## src/rtl/core/ipv6c_pkg.sv

```systemverilog
package ipv6c_pkg;

  localparam int NumGroups = 8;
  localparam int GroupW    = 16;
  localparam int CharW     = 7;
  localparam int IdxW      = $clog2(NumGroups);
  localparam int LenW      = IdxW + 1;

  localparam logic [CharW-1:0] CharColon = 7'h3A;
  localparam logic [CharW-1:0] CharZero  = 7'h30;
  localparam logic [CharW-1:0] CharUpA   = 7'h41;
  localparam logic [CharW-1:0] CharLowA  = 7'h61;

  // controller -> datapath
  typedef struct packed {
    logic            load;        // capture the address groups
    logic            analyze;     // register the zero-run search result
    logic            emit;        // produce one character
    logic            emit_colon;  // character is ':' instead of a digit
    logic            finish;      // flush the held character as the last one
    logic [IdxW-1:0] idx;         // group under work
    logic [1:0]      nib;         // nibble under work, 0 is the most significant
  } ipv6c_cmd_t;

  // datapath -> controller
  typedef struct packed {
    logic            at_best;     // current group opens the compressed run
    logic [LenW-1:0] best_len;    // length of the compressed run
    logic [1:0]      lead;        // first nibble to print of the current group
  } ipv6c_sts_t;

  function automatic logic [CharW-1:0] hex_char(input logic [3:0] nib, input logic upper);
    logic [CharW-1:0] base;
    base = upper ? CharUpA : CharLowA;
    if (nib < 4'd10) begin
      hex_char = CharZero + {3'b000, nib};
    end else begin
      hex_char = base + {3'b000, nib} - 7'd10;
    end
  endfunction

endpackage

```

## src/rtl/core/ipv6c_datapath.sv

```systemverilog
module ipv6c_datapath (
  input  logic                                  clk_i,
  input  logic                                  rst_ni,
  input  logic [ipv6c_pkg::GroupW-1:0]          groups_i [ipv6c_pkg::NumGroups],
  input  logic                                  cfg_we_i,
  input  logic                                  cfg_data_i,
  input  ipv6c_pkg::ipv6c_cmd_t                 cmd_i,
  output ipv6c_pkg::ipv6c_sts_t                 sts_o,
  output logic                                  text_valid_o,
  output logic [ipv6c_pkg::CharW-1:0]           text_char_o,
  output logic                                  last_char_o
);
  import ipv6c_pkg::*;

  logic [GroupW-1:0] grp_q [NumGroups];
  logic              upper_q;
  logic [IdxW-1:0]   best_start_q, best_start_d;
  logic [LenW-1:0]   best_len_q, best_len_d;
  logic              pend_valid_q, pend_valid_d;
  logic [CharW-1:0]  pend_char_q, pend_char_d;
  logic              out_valid_q, out_valid_d;
  logic [CharW-1:0]  out_char_q, out_char_d;
  logic              out_last_q, out_last_d;

  logic [NumGroups-1:0] zero;
  logic [LenW-1:0]      run_len [NumGroups];
  logic [GroupW-1:0]    cur_grp;
  logic [3:0]           cur_nib;
  logic [1:0]           lead;
  logic [CharW-1:0]     new_char;

  always_ff @(posedge clk_i) begin
    if (cmd_i.load) begin
      grp_q <= groups_i;
    end
  end

  always_ff @(posedge clk_i or negedge rst_ni) begin
    if (!rst_ni) begin
      upper_q <= 1'b0;
    end else if (cfg_we_i) begin
      upper_q <= cfg_data_i;
    end
  end

  // zero-run length starting at each group
  always_comb begin
    logic cont;
    for (int s = 0; s < NumGroups; s++) begin
      zero[s] = (grp_q[s] == '0);
    end
    for (int s = 0; s < NumGroups; s++) begin
      run_len[s] = '0;
      cont = 1'b1;
      for (int k = s; k < NumGroups; k++) begin
        if (cont && zero[k]) begin
          run_len[s] = run_len[s] + 1'b1;
        end else begin
          cont = 1'b0;
        end
      end
    end
  end

  // leftmost longest run: strict compare keeps the earlier start on ties
  always_comb begin
    best_start_d = '0;
    best_len_d   = '0;
    for (int s = 0; s < NumGroups; s++) begin
      if (run_len[s] > best_len_d) begin
        best_len_d   = run_len[s];
        best_start_d = IdxW'(s);
      end
    end
  end

  always_ff @(posedge clk_i) begin
    if (cmd_i.analyze) begin
      best_start_q <= best_start_d;
      best_len_q   <= best_len_d;
    end
  end

  assign cur_grp = grp_q[cmd_i.idx];

  always_comb begin
    case (cmd_i.nib)
      2'd0:    cur_nib = cur_grp[15:12];
      2'd1:    cur_nib = cur_grp[11:8];
      2'd2:    cur_nib = cur_grp[7:4];
      default: cur_nib = cur_grp[3:0];
    endcase
  end

  // a zero group prints its last nibble only, i.e. "0"
  always_comb begin
    if (cur_grp[15:12] != '0) begin
      lead = 2'd0;
    end else if (cur_grp[11:8] != '0) begin
      lead = 2'd1;
    end else if (cur_grp[7:4] != '0) begin
      lead = 2'd2;
    end else begin
      lead = 2'd3;
    end
  end

  assign sts_o.lead     = lead;
  assign sts_o.at_best  = (best_len_q != '0) && (cmd_i.idx == best_start_q);
  assign sts_o.best_len = best_len_q;

  assign new_char = cmd_i.emit_colon ? CharColon : hex_char(cur_nib, upper_q);

  // one character is held back so the last one can be flagged on finish
  always_comb begin
    pend_valid_d = pend_valid_q;
    pend_char_d  = pend_char_q;
    out_valid_d  = 1'b0;
    out_char_d   = pend_char_q;
    out_last_d   = 1'b0;
    if (cmd_i.emit) begin
      out_valid_d  = pend_valid_q;
      pend_valid_d = 1'b1;
      pend_char_d  = new_char;
    end else if (cmd_i.finish) begin
      out_valid_d  = pend_valid_q;
      out_last_d   = 1'b1;
      pend_valid_d = 1'b0;
    end
  end

  always_ff @(posedge clk_i or negedge rst_ni) begin
    if (!rst_ni) begin
      pend_valid_q <= 1'b0;
      out_valid_q  <= 1'b0;
    end else begin
      pend_valid_q <= pend_valid_d;
      out_valid_q  <= out_valid_d;
    end
  end

  always_ff @(posedge clk_i) begin
    pend_char_q <= pend_char_d;
    out_char_q  <= out_char_d;
    out_last_q  <= out_last_d;
  end

  assign text_valid_o = out_valid_q;
  assign text_char_o  = out_char_q;
  assign last_char_o  = out_last_q;

endmodule

```

## src/rtl/core/ipv6c_ctrl.sv

```systemverilog
module ipv6c_ctrl (
  input  logic                  clk_i,
  input  logic                  rst_ni,
  input  logic                  start_i,
  output logic                  busy_o,
  input  ipv6c_pkg::ipv6c_sts_t sts_i,
  output ipv6c_pkg::ipv6c_cmd_t cmd_o
);
  import ipv6c_pkg::*;

  localparam logic [2:0] StIdle    = 3'd0;
  localparam logic [2:0] StAnalyze = 3'd1;
  localparam logic [2:0] StGroup   = 3'd2;
  localparam logic [2:0] StDigits  = 3'd3;
  localparam logic [2:0] StDColon  = 3'd4;

  logic [2:0]      state_q, state_d;
  logic [LenW-1:0] idx_q, idx_d;
  logic [1:0]      nib_q, nib_d;
  logic            need_colon_q, need_colon_d;

  always_comb begin
    state_d      = state_q;
    idx_d        = idx_q;
    nib_d        = nib_q;
    need_colon_d = need_colon_q;
    cmd_o            = '0;
    cmd_o.idx        = idx_q[IdxW-1:0];
    cmd_o.nib        = nib_q;
    unique case (state_q)
      StIdle: begin
        if (start_i) begin
          cmd_o.load = 1'b1;
          state_d    = StAnalyze;
        end
      end
      StAnalyze: begin
        cmd_o.analyze = 1'b1;
        idx_d         = '0;
        need_colon_d  = 1'b0;
        state_d       = StGroup;
      end
      StGroup: begin
        if (idx_q >= LenW'(NumGroups)) begin
          cmd_o.finish = 1'b1;
          state_d      = StIdle;
        end else if (sts_i.at_best) begin
          cmd_o.emit       = 1'b1;
          cmd_o.emit_colon = 1'b1;
          state_d          = StDColon;
        end else begin
          if (need_colon_q) begin
            cmd_o.emit       = 1'b1;
            cmd_o.emit_colon = 1'b1;
          end
          nib_d   = sts_i.lead;
          state_d = StDigits;
        end
      end
      StDigits: begin
        cmd_o.emit = 1'b1;
        if (nib_q == 2'd3) begin
          idx_d        = idx_q + 1'b1;
          need_colon_d = 1'b1;
          state_d      = StGroup;
        end else begin
          nib_d = nib_q + 1'b1;
        end
      end
      StDColon: begin
        cmd_o.emit       = 1'b1;
        cmd_o.emit_colon = 1'b1;
        idx_d            = idx_q + sts_i.best_len;
        need_colon_d     = 1'b0;
        state_d          = StGroup;
      end
      default: begin
        state_d = StIdle;
      end
    endcase
  end

  always_ff @(posedge clk_i or negedge rst_ni) begin
    if (!rst_ni) begin
      state_q      <= StIdle;
      idx_q        <= '0;
      nib_q        <= '0;
      need_colon_q <= 1'b0;
    end else begin
      state_q      <= state_d;
      idx_q        <= idx_d;
      nib_q        <= nib_d;
      need_colon_q <= need_colon_d;
    end
  end

  assign busy_o = (state_q != StIdle);

endmodule

```

## src/rtl/core/ipv6_address_compressor_core.sv

```systemverilog
// IPv6 address text compressor.
// Command side: raise start with group_0_i..group_7_i (group_0 leftmost);
// the address is taken at a clock edge where start is high and busy is low.
// Result side: one ASCII character per transaction, marked by text_valid_o
// for exactly one cycle; last_char_o flags the final character. The
// receiver cannot stall the block, so it must take every strobe.
// Config side: cfg_valid_i/cfg_ready_o write cfg_data_i into the
// letter-case register (1 = A-F, 0 = a-f). Write it only while idle.
// Sequence: a text is 2..39 characters long; busy stays high while the
// block finds the zero run, emits each character and runs a flush step,
// plus an empty step before the first group when the text does not open
// with "::" and one after "::" when groups follow it. The last character
// appears in the first cycle with busy low, when the next address may
// already be taken.
// Reset: asynchronous, active low; clears the sequencer, the output strobe
// and the letter-case register (lowercase).
module ipv6_address_compressor_core (
  input  logic                                clk_i,
  input  logic                                rst_ni,
  input  logic                                start,
  output logic                                busy,
  input  logic [ipv6c_pkg::GroupW-1:0]        group_0_i,
  input  logic [ipv6c_pkg::GroupW-1:0]        group_1_i,
  input  logic [ipv6c_pkg::GroupW-1:0]        group_2_i,
  input  logic [ipv6c_pkg::GroupW-1:0]        group_3_i,
  input  logic [ipv6c_pkg::GroupW-1:0]        group_4_i,
  input  logic [ipv6c_pkg::GroupW-1:0]        group_5_i,
  input  logic [ipv6c_pkg::GroupW-1:0]        group_6_i,
  input  logic [ipv6c_pkg::GroupW-1:0]        group_7_i,
  input  logic                                cfg_valid_i,
  output logic                                cfg_ready_o,
  input  logic                                cfg_data_i,
  output logic                                text_valid_o,
  output logic [ipv6c_pkg::CharW-1:0]         text_char_o,
  output logic                                last_char_o
);
  import ipv6c_pkg::*;

  logic [GroupW-1:0] groups [NumGroups];
  ipv6c_cmd_t        cmd;
  ipv6c_sts_t        sts;

  assign groups[0] = group_0_i;
  assign groups[1] = group_1_i;
  assign groups[2] = group_2_i;
  assign groups[3] = group_3_i;
  assign groups[4] = group_4_i;
  assign groups[5] = group_5_i;
  assign groups[6] = group_6_i;
  assign groups[7] = group_7_i;

  // register write is always taken; caller keeps it to idle periods
  assign cfg_ready_o = 1'b1;

  ipv6c_ctrl u_ctrl (
    .clk_i   (clk_i),
    .rst_ni  (rst_ni),
    .start_i (start),
    .busy_o  (busy),
    .sts_i   (sts),
    .cmd_o   (cmd)
  );

  ipv6c_datapath u_datapath (
    .clk_i        (clk_i),
    .rst_ni       (rst_ni),
    .groups_i     (groups),
    .cfg_we_i     (cfg_valid_i),
    .cfg_data_i   (cfg_data_i),
    .cmd_i        (cmd),
    .sts_o        (sts),
    .text_valid_o (text_valid_o),
    .text_char_o  (text_char_o),
    .last_char_o  (last_char_o)
  );

endmodule
```

## config.mk

```make
export PLATFORM = sky130hd
export DESIGN_NAME = ipv6_address_compressor_core
export DESIGN_NICKNAME = d
export VERILOG_FILES = /design/src/rtl/core/ipv6c_pkg.sv /design/src/rtl/core/ipv6c_datapath.sv /design/src/rtl/core/ipv6c_ctrl.sv /design/src/rtl/core/ipv6_address_compressor_core.sv
export SDC_FILE = /design/constraint.sdc
export NUM_CORES = 1
export LEC_CHECK = 0
export BUFFER_PORTS_ARGS = -buffer_cell sky130_fd_sc_hd__buf_2
export CORE_UTILIZATION = 58
export CTS_CLUSTER_DIAMETER = 30
export DETAILED_ROUTE_END_ITERATION = 16
export GPL_TIMING_DRIVEN = 0
export PLACE_DENSITY = 0.92
export SLEW_MARGIN = 20
export SYNTH_ARGS = -nofsm -noshare
export SYNTH_HDL_FRONTEND = slang
export SYNTH_SLANG_ARGS = --single-unit
```

## constraint.sdc

```tcl
create_clock -name clk_i -period 20.8 [get_ports clk_i]
set_clock_uncertainty 0.15 [all_clocks]
set_input_delay 4.16 -clock clk_i [delete_from_list [all_inputs] [get_ports clk_i]]
set_output_delay 4.16 -clock clk_i [all_outputs]
set_load 0.02 [all_outputs]
```

==> reports/results.tsv <==
metric	value	unit
status	finished, final reports clean	
ios	144	
synth_seq_cells	163	
worst_slew_pin_slew	1.09	ns
dr.pass1.iters	5	
syn_area	9150	um2
drt-initial-drc-count	911	
arrival	17.58	ns
cts_setup_buffers	0	
ctsHoldBuffers	0	
synth_nets	941	
fill_cells	1034	
dp_hpwl	19.1	mm
num_rows	45	
p_total	1.07	mW
required	20.83	ns
path_buf_inv	9	
max_stage_delay	0.68	ns
synth_top_area_share	46.6	%
async_reset_ff_share	7.98	%
synth_cell_type_count	74	
initial_core_util	59.8	%
portBuffers	142	
avgSynthCellArea	12.1	um2
grt_start_max_net_pins	32	
synth_common_cells	edfxtp_1, nor2_1, nand2_1, ha_1, inv_1	
tns	0	ns
whs	0.190	ns
wirelength	25.7	mm
clock.fmax	0.0570	GHz
cp_max_fo	10	
die_area	16300	um2
p_leak	4.16	nW
vias_per_cell	6.54	
cts_tree	built	
cts_buffers	17	
root_buffer	clkbuf_16	
pwr_density_cell	99.4	nW/um2
r2r_slack	3.25	ns
drc	0	
setup_viol	0	
synth_edf_count	142	
track_usage	33.0	%
period_minus_slack	17.55	ns
via_count	7514	
cp_num_cells	77	
ctsResizeCount	0	
holdPathStages	0	
yosysMostFrequentCell	edfxtp_1	
core	15300	um2
cp_slowest_cell	nor4_1	
clock_latency	0.44	ns
clock_path_buffers	2	
start_kind	register	
wire_per_inst	22.4	um
rsz0062_at_grt	no	
htreeDepth	4	
hold_viol_final	0	
final_layout_size_suffix_gt1_share	25.7	%
grt_pass1_wl	39.4	mm
irDropWorstVdd	71.6	uV
die_w	128	um
antenna_left	0	
maxCapViolCount	0	
end_kind	register	
crit_type	register to register	
die_h	128	um
holdCritPathClass	register to register	
grt_pass1_vias	7488	
antenna_found_initial	1	
yosys_warnings	0	
clkTransAtPathRegs	0.07	ns
ys_seq_area_share	51.9	%
cts.sinks	163	
max_slew_margin	27.5	%
grt_overflow	0	
slew_viol_final	0	
ys_top_cells_by_area	edfxtp_1, mux4_2, ha_1	
syn_to_final_growth	17.8	%
fin_nets	1106	
final.period_utilization	84.4	%
synth_cells	759	
gp_congestion	0.924	
yosysTopAreaCell	edfxtp_1	
path_common_cell	ha_1	
rr_worst_depth	77	
critical_path.top_delay_family	compound AO/OA/AOI/OAI gates	
ys.flop_type	edfxtp_1	
cells by family (layout without fill, tap and decap cells):
logic type | count (synthesis) | count (layout) | share of synthesized area (%)
AOI/OAI and AO/OA | 140 | 140 | 10.3
xor gates and xnor gates | 19 | 19 | 1.90
adders and majority gates | 49 | 49 | 6.78
buffers and inverters | 70 | 248 | 3.08
DFF | 163 | 163 | 51.9
muxes | 66 | 66 | 11.7
other | 2 | 3 | 0.0821
and+or+nand+nor | 250 | 250 | 14.2
worst paths after layout:
check	to	startpoint
max in group asynchronous	u_ctrl.nib_q[1]	rst_ni
setup / recovery	u_datapath.best_len_q[0]	u_datapath.grp_q[120]
setup reg to reg	u_datapath.best_len_q[0]	u_datapath.grp_q[120]
min in group asynchronous	u_ctrl.state_q[0]	rst_ni
hold / removal	u_datapath.text_char_o[4]	u_datapath.out_char_d[4]
hold reg to reg	u_datapath.text_char_o[4]	u_datapath.out_char_d[4]
report_power, final:
group | total [mW] | leakage [nW] | switching (mW) | internal, mW
registers | 0.439 | 1.51 | 0.0259 | 0.414
clock network | 0.297 | 0.272 | 0.140 | 0.157
logic | 0.335 | 2.37 | 0.201 | 0.134
total | 1.07 | 4.16 | 0.367 | 0.705
per-stage QoR:
step,cells,setup WS (ns),area (um2),utilization [%]
floorplan,759,6.28,9150,-
global placement,1112,4.43,10100,66.1
detailed placement,1116,3.92,10200,66.8
CTS,1148,3.63,10800,70.4
global route,1148,1.92,10800,70.4
finish,1149,3.25,10800,70.4
routing by layer:
layer	part of all wire [%]	vias to the layer above	wire length (um)	track usage, %
met2	49	573	12600	56.9
met3	10	120	2580	8.04
met4	5.7	2	1450	19.0
met5	0.054	-	14	0
li1	-	3265	-	-
met1	35	3554	9010	37.7
sequential cells by signal, summed over array words and instances, names as in the netlist:
name,flops
u_datapath.best_start_q,3
u_datapath.grp_q,128
u_datapath.pend_valid_q,1
u_datapath.best_len_q,4
u_datapath.last_char_o,1
u_ctrl.state_q,3
u_ctrl.idx_q,4
u_datapath.upper_q,1
u_ctrl.nib_q,2
u_datapath.out_char_d,7
u_ctrl.need_colon_q,1
u_datapath.text_char_o,7
u_datapath.text_valid_o,1
cell type report:
type	count	area [um2]	area share [%]
diodes	1	2.50	0.0232
plain buffers	27	120	1.11
clock buffers	18	429	3.98
clock inverters	14	119	1.10
inverters	43	161	1.50
multi-input cells	526	4130	38.3
flip-flops and latches	163	4750	44.1
well taps	211	264	2.45
repair buffers	146	806	7.48
cells in the final DEF, fill, tap and decap left out, types with 6 or more instances in the layout:
| cell | synthesis | final |
|---|---|---|
| nand4_1 | 10 | 10 |
| nor2_1 | 69 | 68 |
| xnor2_1 | 6 | 6 |
| o21ai_0 | 34 | 34 |
| clkbuf_1 | 19 | 20 |
| mux2i_1 | 26 | 26 |
| edfxtp_1 | 142 | 142 |
| nor4_1 | 31 | 31 |
| nand2_1 | 64 | 64 |
| and4_1 | 8 | 8 |
| nand3_1 | 10 | 10 |
| a31oi_1 | 7 | 7 |
| o21a_1 | 7 | 7 |
| buf_2 | 0 | 142 |
| clkbuf_16 | 0 | 17 |
| mux4_2 | 32 | 32 |
| dfxtp_1 | 8 | 8 |
| nor3_1 | 15 | 15 |
| nand2b_1 | 8 | 8 |
| xor2_1 | 12 | 12 |
| ha_1 | 48 | 48 |
| dfrtp_1 | 13 | 13 |
| o22ai_1 | 7 | 7 |
| inv_1 | 41 | 41 |
| a21oi_1 | 25 | 25 |
| mux2_2 | 7 | 7 |
(Power assumes the default switching activity.)
